$ cat src/sv/bpfw_pkg.sv
// ----------------------------------------------------------------------------
// bpfw_pkg
// Shared types, constants and helpers for the BMP pixel to framebuffer writer.
// ----------------------------------------------------------------------------
package bpfw_pkg;

    localparam int SCREEN_WIDTH   = 1024;
    localparam int SCREEN_HEIGHT  = 600;
    localparam int MAX_IMAGE_SIDE = 4096;

    localparam int ADDR_W  = 20;
    localparam int COLOR_W = 32;
    localparam int CNT_W   = 12;
    localparam int SIDE_W  = 13;
    localparam int POS_W   = 15;
    localparam int CFG_IDX_W  = 3;
    localparam int CFG_DATA_W = 14;

    typedef enum logic [CFG_IDX_W-1:0] {
        REG_ORIGIN_X     = 3'd0,
        REG_ORIGIN_Y     = 3'd1,
        REG_IMAGE_WIDTH  = 3'd2,
        REG_IMAGE_HEIGHT = 3'd3,
        REG_PIXEL_FORMAT = 3'd4
    } cfg_reg_t;

    typedef enum logic {
        FMT_BGR24  = 1'b0,
        FMT_BGRA32 = 1'b1
    } pixel_fmt_t;

    typedef struct packed {
        logic signed [12:0] origin_x;
        logic signed [12:0] origin_y;
        logic signed [13:0] image_width;
        logic signed [13:0] image_height;
        pixel_fmt_t         pixel_format;
    } cfg_t;

    // one finished pixel from the byte tracker
    typedef struct packed {
        logic               hit;
        logic [CNT_W-1:0]   column;
        logic [CNT_W-1:0]   row;
        logic [COLOR_W-1:0] color;
    } pix_t;

    // placed pixel, ready for the result register
    typedef struct packed {
        logic               write;
        logic [ADDR_W-1:0]  address;
        logic [COLOR_W-1:0] color;
    } place_t;

    // absolute value of a signed side, saturated to the largest image side
    function automatic logic [SIDE_W-1:0] side_magnitude(input logic signed [13:0] v);
        logic [14:0] ext;
        logic [14:0] mag;
        ext = {v[13], v};
        mag = v[13] ? (~ext + 15'd1) : ext;
        if (mag > 15'(MAX_IMAGE_SIDE))
        begin
            mag = 15'(MAX_IMAGE_SIDE);
        end
        return mag[SIDE_W-1:0];
    endfunction

endpackage

$ cat src/sv/bpfw_cfg_regs.sv
// ----------------------------------------------------------------------------
// bpfw_cfg_regs
// Configuration register bank written through a plain write port.
// ----------------------------------------------------------------------------
module bpfw_cfg_regs
(
    input  logic                           clk,
    input  logic                           rst_n,
    input  logic                           cfg_we,
    input  logic [bpfw_pkg::CFG_IDX_W-1:0] cfg_index,
    input  logic [bpfw_pkg::CFG_DATA_W-1:0] cfg_data,
    output bpfw_pkg::cfg_t                 cfg
);

    bpfw_pkg::cfg_t cfg_reg;
    bpfw_pkg::cfg_t cfg_next;

    always_comb
    begin
        cfg_next = cfg_reg;
        if (cfg_we)
        begin
            unique case (bpfw_pkg::cfg_reg_t'(cfg_index))
                bpfw_pkg::REG_ORIGIN_X:     cfg_next.origin_x     = signed'(cfg_data[12:0]);
                bpfw_pkg::REG_ORIGIN_Y:     cfg_next.origin_y     = signed'(cfg_data[12:0]);
                bpfw_pkg::REG_IMAGE_WIDTH:  cfg_next.image_width  = signed'(cfg_data);
                bpfw_pkg::REG_IMAGE_HEIGHT: cfg_next.image_height = signed'(cfg_data);
                bpfw_pkg::REG_PIXEL_FORMAT:
                    cfg_next.pixel_format = bpfw_pkg::pixel_fmt_t'(cfg_data[0]);
                default: ;
            endcase
        end
    end

    always_ff @(posedge clk or negedge rst_n)
    begin
        if (!rst_n)
        begin
            cfg_reg.origin_x     <= '0;
            cfg_reg.origin_y     <= '0;
            cfg_reg.image_width  <= 14'sd1024;
            cfg_reg.image_height <= 14'sd600;
            cfg_reg.pixel_format <= bpfw_pkg::FMT_BGR24;
        end
        else
        begin
            cfg_reg <= cfg_next;
        end
    end

    assign cfg = cfg_reg;

endmodule

$ cat src/sv/bpfw_pixel_tracker.sv
// ----------------------------------------------------------------------------
// bpfw_pixel_tracker
// Byte phase, color assembly, column/row counters and row padding skip.
// ----------------------------------------------------------------------------
module bpfw_pixel_tracker
(
    input  logic                 clk,
    input  logic                 rst_n,
    input  logic                 step,
    input  logic [7:0]           pixel_byte,
    input  logic                 image_start,
    input  bpfw_pkg::cfg_t       cfg,
    output bpfw_pkg::pix_t       pix
);

    logic [1:0]                  phase_reg, phase_next;
    logic [23:0]                 partial_reg, partial_next;
    logic [bpfw_pkg::CNT_W-1:0]  col_reg, col_next;
    logic [bpfw_pkg::CNT_W-1:0]  row_reg, row_next;
    logic [1:0]                  pad_reg, pad_next;
    logic                        done_reg, done_next;

    logic [1:0]                  phase_c;
    logic [23:0]                 partial_c;
    logic [bpfw_pkg::CNT_W-1:0]  col_c;
    logic [bpfw_pkg::CNT_W-1:0]  row_c;
    logic [1:0]                  pad_c;
    logic                        done_c;
    logic [23:0]                 merged;
    logic                        complete;
    logic [bpfw_pkg::SIDE_W-1:0] absw;
    logic [bpfw_pkg::SIDE_W-1:0] absh;

    assign absw = bpfw_pkg::side_magnitude(cfg.image_width);
    assign absh = bpfw_pkg::side_magnitude(cfg.image_height);

    always_comb
    begin
        // a new image clears everything before its first byte is used
        phase_c   = image_start ? 2'd0 : phase_reg;
        partial_c = image_start ? 24'd0 : partial_reg;
        col_c     = image_start ? '0 : col_reg;
        row_c     = image_start ? '0 : row_reg;
        pad_c     = image_start ? 2'd0 : pad_reg;
        done_c    = image_start ? 1'b0 : done_reg;

        phase_next   = phase_c;
        partial_next = partial_c;
        col_next     = col_c;
        row_next     = row_c;
        pad_next     = pad_c;
        done_next    = done_c;

        case (phase_c)
            2'd0:    merged = partial_c | {16'd0, pixel_byte};
            2'd1:    merged = partial_c | {8'd0, pixel_byte, 8'd0};
            2'd2:    merged = partial_c | {pixel_byte, 16'd0};
            default: merged = partial_c;
        endcase

        complete = (phase_c == 2'd3) ||
                   (phase_c == 2'd2 && cfg.pixel_format == bpfw_pkg::FMT_BGR24);

        pix.hit    = 1'b0;
        pix.column = col_c;
        pix.row    = row_c;
        pix.color  = {((phase_c == 2'd3) ? pixel_byte : 8'd0), merged};

        if (!done_c && absw != '0 && absh != '0)
        begin
            if (pad_c != 2'd0)
            begin
                pad_next = pad_c - 2'd1;
            end
            else if (!complete)
            begin
                phase_next   = phase_c + 2'd1;
                partial_next = merged;
            end
            else
            begin
                pix.hit      = 1'b1;
                phase_next   = 2'd0;
                partial_next = 24'd0;
                if ({1'b0, col_c} + 13'd1 >= absw)
                begin
                    col_next = '0;
                    if ({1'b0, row_c} + 13'd1 >= absh)
                    begin
                        done_next = 1'b1;
                    end
                    else
                    begin
                        row_next = row_c + 1'b1;
                        // 3*w bytes per row pads to w mod 4; 4-byte pixels need none
                        pad_next = (cfg.pixel_format == bpfw_pkg::FMT_BGR24) ?
                                   absw[1:0] : 2'd0;
                    end
                end
                else
                begin
                    col_next = col_c + 1'b1;
                end
            end
        end
    end

    always_ff @(posedge clk or negedge rst_n)
    begin
        if (!rst_n)
        begin
            phase_reg   <= 2'd0;
            partial_reg <= 24'd0;
            col_reg     <= '0;
            row_reg     <= '0;
            pad_reg     <= 2'd0;
            done_reg    <= 1'b0;
        end
        else if (step)
        begin
            phase_reg   <= phase_next;
            partial_reg <= partial_next;
            col_reg     <= col_next;
            row_reg     <= row_next;
            pad_reg     <= pad_next;
            done_reg    <= done_next;
        end
    end

    // padding is only armed at a pixel boundary
    a_pad_at_pixel_boundary: assert property (@(posedge clk) disable iff (!rst_n)
        pad_reg != 2'd0 |-> phase_reg == 2'd0 && partial_reg == 24'd0)
        else $error("row padding pending in the middle of a pixel");

    // the finished image leaves the column counter at zero
    a_done_column_clear: assert property (@(posedge clk) disable iff (!rst_n)
        done_reg |-> col_reg == '0 && pad_reg == 2'd0)
        else $error("image finished with column or padding state left over");

endmodule

$ cat src/sv/bpfw_placer.sv
// ----------------------------------------------------------------------------
// bpfw_placer
// Screen position with flip and mirror, clipping and word address.
// ----------------------------------------------------------------------------
module bpfw_placer
(
    input  bpfw_pkg::pix_t   pix,
    input  bpfw_pkg::cfg_t   cfg,
    output bpfw_pkg::place_t place
);

    logic [bpfw_pkg::SIDE_W-1:0]       absw;
    logic [bpfw_pkg::SIDE_W-1:0]       absh;
    logic signed [bpfw_pkg::POS_W-1:0] col_s;
    logic signed [bpfw_pkg::POS_W-1:0] row_s;
    logic signed [bpfw_pkg::POS_W-1:0] x_off;
    logic signed [bpfw_pkg::POS_W-1:0] y_off;
    logic signed [bpfw_pkg::POS_W-1:0] x_pos;
    logic signed [bpfw_pkg::POS_W-1:0] y_pos;
    logic                              inside_screen;

    assign absw  = bpfw_pkg::side_magnitude(cfg.image_width);
    assign absh  = bpfw_pkg::side_magnitude(cfg.image_height);
    assign col_s = signed'({3'd0, pix.column});
    assign row_s = signed'({3'd0, pix.row});

    always_comb
    begin
        // negative width mirrors columns, positive height stores rows bottom-up
        if (cfg.image_width > 14'sd0)
        begin
            x_off = col_s;
        end
        else
        begin
            x_off = signed'({2'd0, absw}) - col_s - 15'sd1;
        end

        if (cfg.image_height > 14'sd0)
        begin
            y_off = signed'({2'd0, absh}) - row_s - 15'sd1;
        end
        else
        begin
            y_off = row_s;
        end

        x_pos = x_off + bpfw_pkg::POS_W'(cfg.origin_x);
        y_pos = y_off + bpfw_pkg::POS_W'(cfg.origin_y);

        inside_screen = (x_pos >= 15'sd0) &&
                        (x_pos < bpfw_pkg::POS_W'(bpfw_pkg::SCREEN_WIDTH)) &&
                        (y_pos >= 15'sd0) &&
                        (y_pos < bpfw_pkg::POS_W'(bpfw_pkg::SCREEN_HEIGHT));

        place.write   = pix.hit && inside_screen;
        place.address = bpfw_pkg::ADDR_W'(unsigned'(y_pos)) *
                        bpfw_pkg::ADDR_W'(bpfw_pkg::SCREEN_WIDTH) +
                        bpfw_pkg::ADDR_W'(unsigned'(x_pos));
        place.color   = pix.color;
    end

endmodule

$ cat src/sv/bmp_pixel_to_framebuffer_writer.sv
// ----------------------------------------------------------------------------
// bmp_pixel_to_framebuffer_writer
// Streams BMP pixel-array bytes into ARGB8888 framebuffer word writes.
// ----------------------------------------------------------------------------
// Input channel (in_valid/in_ready) carries one pixel-array byte per transfer,
// with image_start set on the first byte of each image. Output channel
// (out_valid/out_ready) carries one framebuffer write: fb_address is the word
// index row * 1024 + column, color is packed A,R,G,B from high to low byte.
// Bytes that only build up a pixel, pad bytes, clipped pixels and bytes after
// the last row produce no output transfer.
// Configuration is written through cfg_we/cfg_index/cfg_data between images.
// A byte is taken into the input register at its transfer, processed by the
// pixel logic and placer, and its write is captured in the output register.
// Throughput is one byte per cycle while not stalled; the input register,
// the pixel logic and the output register advance together whenever the
// output register is empty or being drained.
// When out_ready is low with a write pending, the pipeline holds and in_ready
// drops once the input register is full as well.
// Reset clears all counters, empties both registers and loads the register
// defaults (origin 0,0, 1024 x 600 bottom-up, 24-bit pixels).
// ----------------------------------------------------------------------------
module bmp_pixel_to_framebuffer_writer
(
    input  logic                            clk,
    input  logic                            rst_n,
    input  logic                            in_valid,
    output logic                            in_ready,
    input  logic [7:0]                      pixel_byte,
    input  logic                            image_start,
    output logic                            out_valid,
    input  logic                            out_ready,
    output logic [bpfw_pkg::ADDR_W-1:0]     fb_address,
    output logic [bpfw_pkg::COLOR_W-1:0]    color,
    input  logic                            cfg_we,
    input  logic [bpfw_pkg::CFG_IDX_W-1:0]  cfg_index,
    input  logic [bpfw_pkg::CFG_DATA_W-1:0] cfg_data
);

    bpfw_pkg::cfg_t   cfg;
    bpfw_pkg::pix_t   pix;
    bpfw_pkg::place_t place;

    logic                         in_valid_reg;
    logic [7:0]                   byte_reg;
    logic                         start_reg;
    logic                         out_valid_reg;
    logic [bpfw_pkg::ADDR_W-1:0]  addr_reg;
    logic [bpfw_pkg::COLOR_W-1:0] color_reg;
    logic                         advance;
    logic                         step;

    assign advance  = !out_valid_reg || out_ready;
    assign step     = in_valid_reg && advance;
    assign in_ready = !in_valid_reg || advance;

    bpfw_cfg_regs u_cfg_regs
    (
        .clk       (clk),
        .rst_n     (rst_n),
        .cfg_we    (cfg_we),
        .cfg_index (cfg_index),
        .cfg_data  (cfg_data),
        .cfg       (cfg)
    );

    bpfw_pixel_tracker u_tracker
    (
        .clk         (clk),
        .rst_n       (rst_n),
        .step        (step),
        .pixel_byte  (byte_reg),
        .image_start (start_reg),
        .cfg         (cfg),
        .pix         (pix)
    );

    bpfw_placer u_placer
    (
        .pix   (pix),
        .cfg   (cfg),
        .place (place)
    );

    // input register
    always_ff @(posedge clk or negedge rst_n)
    begin
        if (!rst_n)
        begin
            in_valid_reg <= 1'b0;
        end
        else if (in_ready)
        begin
            in_valid_reg <= in_valid;
        end
    end

    always_ff @(posedge clk)
    begin
        if (in_ready && in_valid)
        begin
            byte_reg  <= pixel_byte;
            start_reg <= image_start;
        end
    end

    // result register
    always_ff @(posedge clk or negedge rst_n)
    begin
        if (!rst_n)
        begin
            out_valid_reg <= 1'b0;
        end
        else if (advance)
        begin
            out_valid_reg <= step && place.write;
        end
    end

    always_ff @(posedge clk)
    begin
        if (step && place.write)
        begin
            addr_reg  <= place.address;
            color_reg <= place.color;
        end
    end

    assign out_valid  = out_valid_reg;
    assign fb_address = addr_reg;
    assign color      = color_reg;

    a_addr_in_screen: assert property (@(posedge clk) disable iff (!rst_n)
        out_valid_reg |->
            addr_reg < bpfw_pkg::ADDR_W'(bpfw_pkg::SCREEN_WIDTH * bpfw_pkg::SCREEN_HEIGHT))
        else $error("framebuffer address beyond the screen");

    a_held_byte_kept: assert property (@(posedge clk) disable iff (!rst_n)
        in_valid_reg && !advance |=> in_valid_reg && $stable(byte_reg))
        else $error("stalled input byte lost");

    a_write_reaches_output: assert property (@(posedge clk) disable iff (!rst_n)
        step && place.write |=> out_valid_reg)
        else $error("placed pixel did not reach the result register");

endmodule
$ cat config.mk
export PLATFORM = sky130hd
export DESIGN_NAME = bmp_pixel_to_framebuffer_writer
export DESIGN_NICKNAME = d
export VERILOG_FILES = /design/src/sv/bpfw_pkg.sv /design/src/sv/bpfw_cfg_regs.sv /design/src/sv/bpfw_pixel_tracker.sv /design/src/sv/bpfw_placer.sv /design/src/sv/bmp_pixel_to_framebuffer_writer.sv
export SDC_FILE = /design/constraint.sdc
export NUM_CORES = 1
export LEC_CHECK = 0
export ABC_AREA = 1
export ABC_CLOCK_PERIOD_IN_PS = 10700
export BUFFER_PORTS_ARGS = -buffer_cell sky130_fd_sc_hd__buf_2
export CAP_MARGIN = 20
export CORE_MARGIN = 4
export CORE_UTILIZATION = 45
export CTS_CLUSTER_DIAMETER = 100
export DETAILED_ROUTE_END_ITERATION = 8
export GPL_ROUTABILITY_DRIVEN = 1
export SLEW_MARGIN = 20
export SYNTH_ARGS = -nofsm -noshare
export SYNTH_HDL_FRONTEND = slang
export SYNTH_SLANG_ARGS = --single-unit
$ cat constraint.sdc
create_clock -name clk -period 10.7 [get_ports clk]
set_input_delay 0 -clock clk [delete_from_list [all_inputs] [get_ports clk]]
set_output_delay 0 -clock clk [all_outputs]
set_load 0.02 [all_outputs]
== After elaboration in Yosys (flattened, before gate mapping) ==
Index checks and enable logic that the tools add are counted.
W data, S select, Z words.

* Reductions and logical operators: 26
* Bitwise operators: 6
* Eq/ne operators: 7
* Order comparisons: 10
* $add $sub $neg: 15
* Multiply operators: 0
* Divide/modulo/power cells: 0
* Muxes and demuxes: 42
* Shifts and indexed selects: 0

{| class="wikitable"
|+ Operator list
! kind !! number
|-
| $mux W12 || 11
|-
| $mux W24 || 4
|-
| $pmux W24 S3 || 1
|-
| $mux W15 || 4
|-
| $add A15 B1 Y15 const B || 2
|-
| $add A15 B13 Y15 || 2
|-
| $ge A15 B1 Y1 const B || 2
|-
| $gt A15 B13 Y1 const B || 2
|-
| $not A15 Y15 || 2
|-
| $sub A15 B2 Y15 const B || 2
|-
| $gt A14 B1 Y1 const B || 2
|-
| $sub A13 B12 Y14 || 2
|-
| $add A12 B1 Y13 const B || 2
|-
| $ge A13 B13 Y1 || 2
|-
| $mux W13 || 2
|-
| $reduce_bool A13 Y1 || 2
|-
| $add A12 B1 Y12 const B || 2
|-
| $or A24 B16 Y24 || 1
|-
| $or A24 B24 Y24 || 1
|-
| $or A24 B8 Y24 || 1
|-
| $mux W2 || 11
|-
| $add A20 B15 Y20 || 1
|-
| $lt A15 B11 Y1 const B || 1
|-
| $lt A15 B12 Y1 const B || 1
|-
| other kinds (16) || 43
|}

* Register bits: 171
* Memories: 0
* Output and inout bits: 54
* Memory bits (read-only): 0
* Bits of input ports: 31
* Logic and storage cells: 124
* RAM bits: 0
* Latch bits: 0

== Depth between registers and ports, before layout ==
* Depth after elaboration: 15
* Gate-level depth with buffers: 53
* Gate-level depth less buffers: 52

== Hierarchy ==
A second synthesis with hierarchy kept.

* Cell total of the unflattened synthesis: 2,447
* Area, all modules: 15,942.8 um^2

{| class="wikitable"
|+ Modules (own cells, without submodules)
! module !! seq. area each (um^2) !! cells each !! area each (um^2) !! instances
|-
| bpfw_pixel_tracker || 1,326.3 || 1,231 || 6,780.3 || 1
|-
| bpfw_placer || 0.0 || 889 || 4,969.8 || 1
|-
| bpfw_cfg_regs || 1,382.6 || 251 || 2,254.7 || 1
|-
| bmp_pixel_to_framebuffer_writer || 1,881.8 || 76 || 1,938.1 || 1
|}

== Worst setup path before layout ==
OpenSTA, ideal clock, no wires.

* Kind: register -> register
* Start: register u_cfg_regs.cfg_reg, in the netlist u_cfg_regs.cfg[15]
* End: register color_reg, in the netlist color[0], enable pin
* Data required time: 10.238 ns
* Library setup time: 0.462 ns
* Clock period less this slack: 8.222 ns
* Cell stages (with the launch flop): 43
* Data arrival time: 7.760 ns
* Buffers on the path: 1
* Setup slack: 2.478 ns
* Cell sequence: dfrtp_1 > inv_1 > ha_1 > nand2_1 > nor2_2 > nand3_2 > o21ai_1 > xor2_1 > or2_2 > nand2_4 > buf_12 > inv_2 > nor2_1 > inv_1 > ha_1 > inv_1 > fa_1 > nor2_1 > (+7 left out) > inv_1 > ha_1 > a21oi_1 > inv_1 > a31oi_1 > o21ai_0 > a21oi_1 > o21bai_1 > a21oi_1 > o21bai_1 > nand2_1 > nand2_1 > a21oi_1 > xor2_1 > nand2_1 > nand2_2 > inv_2 > nor2_1

* Longest elaborated chain between the ends: 15
* Elaborated cells on any way between the ends: 21
* Classes of those cells: add/sub (4); order compare (4); mux (4); bitwise (1); reduce/logical (8)

{| class="wikitable"
|+ RTL lines
! element !! RTL line !! RTL
|-
| start: declaration || bpfw_cfg_regs.sv:15 || <nowiki>bpfw_pkg::cfg_t cfg_reg;</nowiki>
|-
| start signal: assignment || bpfw_cfg_regs.sv:47 || <nowiki>cfg_reg <= cfg_next;</nowiki>
|-
| $not A15 Y15 || bpfw_pkg.sv:60 || <nowiki>mag = v[13] ? (~ext + 15'd1) : ext;</nowiki>
|-
| $add A15 B1 Y15 || bpfw_pkg.sv:60 ||
|-
| $mux W15 || bpfw_pkg.sv:60 ||
|-
| $gt A15 B13 Y1 || bpfw_pkg.sv:61 || <nowiki>if (mag > 15'(MAX_IMAGE_SIDE))</nowiki>
|-
| $mux W13 || bpfw_pkg.sv:61 ||
|-
| $sub A13 B12 Y14 || bpfw_placer.sv:36 || <nowiki>x_off = signed'({2'd0, absw}) - col_s - 15'sd1;</nowiki>
|-
| $sub A15 B2 Y15 || bpfw_placer.sv:36 ||
|-
| $mux W15 || bpfw_placer.sv:30 || <nowiki>if (cfg.image_width > 14'sd0)</nowiki>
|-
| $add A15 B13 Y15 || bpfw_placer.sv:48 || <nowiki>x_pos = x_off + bpfw_pkg::POS_W'(cfg.origin_x);</nowiki>
|-
| $ge A15 B1 Y1 / $lt A15 B12 Y1 (equally long branches) || bpfw_placer.sv:51, bpfw_placer.sv:52 ||
|-
| $logic_and A1 B1 Y1 || bpfw_placer.sv:51 || <nowiki>inside_screen = (x_pos >= 15'sd0) &&</nowiki>
|-
| $logic_and A1 B1 Y1 || bpfw_placer.sv:52 || <nowiki>(x_pos < bpfw_pkg::POS_W'(bpfw_pkg::SCREEN_WIDTH)) &&</nowiki>
|-
| $logic_and A1 B1 Y1 || bpfw_placer.sv:53 || <nowiki>(y_pos >= 15'sd0) &&</nowiki>
|-
| $logic_and A1 B1 Y1 * || bpfw_placer.sv:56 || <nowiki>place.write = pix.hit && inside_screen;</nowiki>
|-
| $logic_and A1 B1 Y1 * || bmp_pixel_to_framebuffer_writer.sv:121 || <nowiki>if (step && place.write)</nowiki>
|-
| end signal: assignment || bmp_pixel_to_framebuffer_writer.sv:124 || <nowiki>color_reg <= place.color;</nowiki>
|-
| end: declaration || bmp_pixel_to_framebuffer_writer.sv:48 || <nowiki>logic [bpfw_pkg::COLOR_W-1:0] color_reg;</nowiki>
|}

Every way passes the cells marked *; elsewhere a longest branch is shown, timed or not.
A chain may end at the register's enable or synchronous reset.

== Worst setup path in the final report ==
* Start: register u_cfg_regs.cfg_reg, in the netlist u_cfg_regs.cfg[1]
* End: register addr_reg, in the netlist fb_address[7], enable pin

* Longest elaborated chain between the ends: 14
* Elaborated cells on any way between the ends: 19
* Classes of those cells: add/sub (4); order compare (4); mux (4); bitwise (1); reduce/logical (6)

{| class="wikitable"
|+ RTL lines
! element !! RTL line !! RTL
|-
| $not A15 Y15 || bpfw_pkg.sv:60 ||
|-
| $add A15 B1 Y15 || bpfw_pkg.sv:60 ||
|-
| $mux W15 || bpfw_pkg.sv:60 ||
|-
| $gt A15 B13 Y1 || bpfw_pkg.sv:61 ||
|-
| $mux W13 || bpfw_pkg.sv:61 ||
|-
| $sub A13 B12 Y14 || bpfw_placer.sv:41 || <nowiki>y_off = signed'({2'd0, absh}) - row_s - 15'sd1;</nowiki>
|-
| $sub A15 B2 Y15 || bpfw_placer.sv:41 ||
|-
| $mux W15 || bpfw_placer.sv:39 || <nowiki>if (cfg.image_height > 14'sd0)</nowiki>
|-
| $add A15 B13 Y15 || bpfw_placer.sv:49 || <nowiki>y_pos = y_off + bpfw_pkg::POS_W'(cfg.origin_y);</nowiki>
|-
| $ge A15 B1 Y1 || bpfw_placer.sv:53 ||
|-
| $logic_and A1 B1 Y1 || bpfw_placer.sv:52 ||
|-
| $logic_and A1 B1 Y1 || bpfw_placer.sv:53 ||
|-
| $logic_and A1 B1 Y1 * || bpfw_placer.sv:56 ||
|-
| $logic_and A1 B1 Y1 * || bmp_pixel_to_framebuffer_writer.sv:121 ||
|-
| end signal: assignment || bmp_pixel_to_framebuffer_writer.sv:123 || <nowiki>addr_reg <= place.address;</nowiki>
|-
| end: declaration || bmp_pixel_to_framebuffer_writer.sv:47 || <nowiki>logic [bpfw_pkg::ADDR_W-1:0] addr_reg;</nowiki>
|}

Marks and branches as above.

==> metrics.yaml <==
status:
  status: "complete, but fails checks"
  violations: "hold timing"
route:
  drtPass1Iterations: 6
  drc: 0
  wl_per_cell_um: 16.1
  routed_wl_um: 35700
  first_iter_violations: 998
  vias: 11700
  ant_nets: 0
  viasPerCell: 5.27
worst_setup_path:
  cp_max_fo: 28
  worst-path-stages: 47
  cp_slowest_cell: "nor2_4"
  end_kind: "flip-flop"
  arrival_ns: 7.88
  start_kind: "flip-flop"
  crit_required_ns: 10.79
  crit_type: "flip-flop to flip-flop"
  worst_path_most_repeated_cell: "nor2_1"
  crit_buf_inv: 7
  critPathMaxStageDelay_ns: 0.58
  cpLargestDelayFamily: "simple AND/OR/NAND/NOR gates"
  reg2reg_depth: 47
finish:
  post-route-util: 0.519
  area_delta_synth_final_pct: 13.0
  nets: 1951
  final_layout_size_suffix_gt1_frac: 0.112
  antennaDiodeCount: 0
  final_area_um2: 14500
  largest_reg_flops: 55
  fin_cells: 2213
clock_tree:
  path_clk_slew_ns: 0.08
  cts.sinks: 171
  post-cts-setup-buffers: 0
  postCtsHoldBufs: 30
  htreeDepth: 4
  cts_root_buf: "clkbuf_16"
  cts_resized: 0
  cts_tree: "done"
  clock_latency_ns: 0.44
  cts_buffers: 17
  clock_path_buffers: 2
logic_synthesis:
  synthMostInstantiatedCell: "nand2_1"
  synth_top_family_by_area: "simple AND/OR/NAND/NOR gates"
  ys_seq_area_frac: 0.357
  synth_fa_ha_area_frac: 0.0982
  syn_avg_cell_area_um2: 7.45
  synth_cell_types: 52
  synth_seq_cells: 171
  async_flop_share: 0.643
  yosys.area_share.xor_xnor: 0.0483
  synthTopCellsByArea: "dfrtp_1 (20%), edfxtp_1 (14%), nand2_1 (9.3%)"
  synth_compound_area_frac: 0.162
  synth_top_area_frac: 0.204
  synth_edf_count: 61
  synth_area_um2: 12900
  synth-main-ff-cell: "dfrtp_1"
  muxShareOfSynthArea: 0
  synthSimpleGateAreaFrac: 0.231
  syn_inst: 1727
  yosys.area.top_type: "dfrtp_1"
  ys.warnings.count: 0
  syn-num-nets: 1856
  netlist_top_cells_count: "nand2_1 (318), inv_1 (281), o21ai_0 (176)"
power_and_ir_drop:
  leakage_nw: 7.27
  ir_drop_mv: 0.224
  switching_share: 0.495
  clockPowerShare: 0.158
  power_density_nw_per_um2: 289
  seqPwrFrac: 0.223
  p_comb_frac: 0.619
  intPower_w: 0.00212
  power.switching_w: 0.00208
sta:
  worst_slew_pin_slew_ns: 1.07
  setup_viol_count_final: 0
  max_freq_mhz: 128
  slew-limit-headroom: 0.287
  clock_skew_ns: 0.0126
  rsz0062_at_grt: "false"
  fin_ws_ns: 2.91
  period_minus_slack_ns: 7.79
  finalCritPeriodShare: 0.728
  hold_ws_ns: -0.00472
  drv_slew: 0
  hold_violations: 2
  tns_ns: 0
floorplan:
  fp.dieH_um: 177
  fp-row-count: 61
  die_area_um2: 31400
  start_util: 0.460
  coreArea_um2: 28000
  die_x_um: 177
  boundaryPins: 85
min_path:
  min_path_type: "primary input to flip-flop"
  hold_depth: 3
grt:
  grt_pass1_wl_um: 57500
  overflow: 0
  grt_max_degree: 62
  gr-usage-met2: 0.366
  antenna_found_initial: 0
  grt-busiest-layer: "met2"
  met1_usage: 0.330
  grt_pass1_vias: 11100
  track_usage: 0.230
  grt_use_met3: 0.0291
place:
  dpl-instance-area_um2: 13600
  hpwl_um: 27100
  dp_slack_ns: 2.96
  place_inst: 2151
  gp_congestion: 0.943
  io_buffers: 84
run:
  maxCapViolCount: 0
==> logic make-up (layout without fill, tap and decap cells) <==
logic type,after synthesis,count (layout)
AOI/OAI and AO/OA,384,384
and+or+nand+nor,657,657
adders and majority gates,98,98
buffers and inverters,346,454
xor gates and xnor gates,71,71
DFF,171,171
==> cell type report <==
class                           count  area, µm²
Inverter                          300       1130
Clock buffer                       18        429
Multi-Input combinational cell   1210       6960
Clock inverter                     14        181
Timing Repair Buffer              122        783
Fill cell                        2775      13500
Tap cell                          378        473
Sequential cell                   171       4590
==> power by group through the flow <==
stage	Sequential (W)	Clock, W	Combinational (W)
after CTS	0.000939	0.000675	0.00259
after global routing	0.000953	0.000705	0.00294
after global placement	0.000949	0	0.00253
after floorplan	0.000921	0	0.00198
after detailed placement	0.000951	0	0.00257
final	0.000940	0.000664	0.00260
==> worst reg2reg max path: cells and delay by family (launching register included) <==
kind	cells	cell delay, ns
flops	1	0.41
simple gates	26	3.18
fa+ha+maj	4	1.16
xor+xnor	4	0.76
buf+inv	7	0.90
compound gates	6	1.01
==> final timing paths <==
path	start	to	slack, ns
max in group asynchronous	rst_n	u_cfg_regs.cfg[50]	9.26
setup / recovery	u_cfg_regs.cfg[1]	fb_address[7]	2.91
setup reg to reg	u_cfg_regs.cfg[1]	fb_address[7]	2.91
hold / removal	cfg_data[0]	u_cfg_regs.cfg[1]	-0.005
hold reg to reg	u_tracker.partial_reg[21]	u_tracker.partial_reg[21]	0.49
min in group asynchronous	rst_n	u_tracker.col_reg[6]	0.15
==> layout by cell type, fill, tap and decap left out, types with 14 or more instances in the layout <==
| cell | Yosys | final |
|---|---|---|
| edfxtp_1 | 61 | 61 |
| buf_2 | 4 | 83 |
| nand4_1 | 16 | 16 |
| clkbuf_16 | 0 | 17 |
| nand2_2 | 26 | 27 |
| nand2_1 | 318 | 317 |
| inv_2 | 16 | 16 |
| o21ai_1 | 17 | 17 |
| nand3_1 | 86 | 86 |
| o21ai_0 | 176 | 176 |
| nor2_1 | 143 | 142 |
| nor3_1 | 19 | 19 |
| xnor2_1 | 14 | 14 |
| dlygate4sd3_1 | 0 | 30 |
| inv_1 | 281 | 281 |
| dfrtp_1 | 105 | 105 |
| xor2_1 | 57 | 57 |
| o22ai_1 | 17 | 17 |
| a21oi_1 | 126 | 126 |
| ha_1 | 93 | 93 |
==> per-stage QoR <==
stage,total power [W],hold WS [ns]
after global placement,0.00348,0.0929
after CTS,0.00421,0.00148
after floorplan,0.00290,-0.296
after global routing,0.00460,0.0271
after detailed placement,0.00352,0.0972
final,0.00421,-0.00472
==> layer usage <==
| metal | wire (µm) | up-vias |
|---|---|---|
| met1 | 17100 | 5489 |
| met4 | 688 | 0 |
| met2 | 16300 | 281 |
| met5 | 0 | - |
| met3 | 1580 | 41 |
| li1 | - | 5859 |
Power figures use the tool's default switching activity.
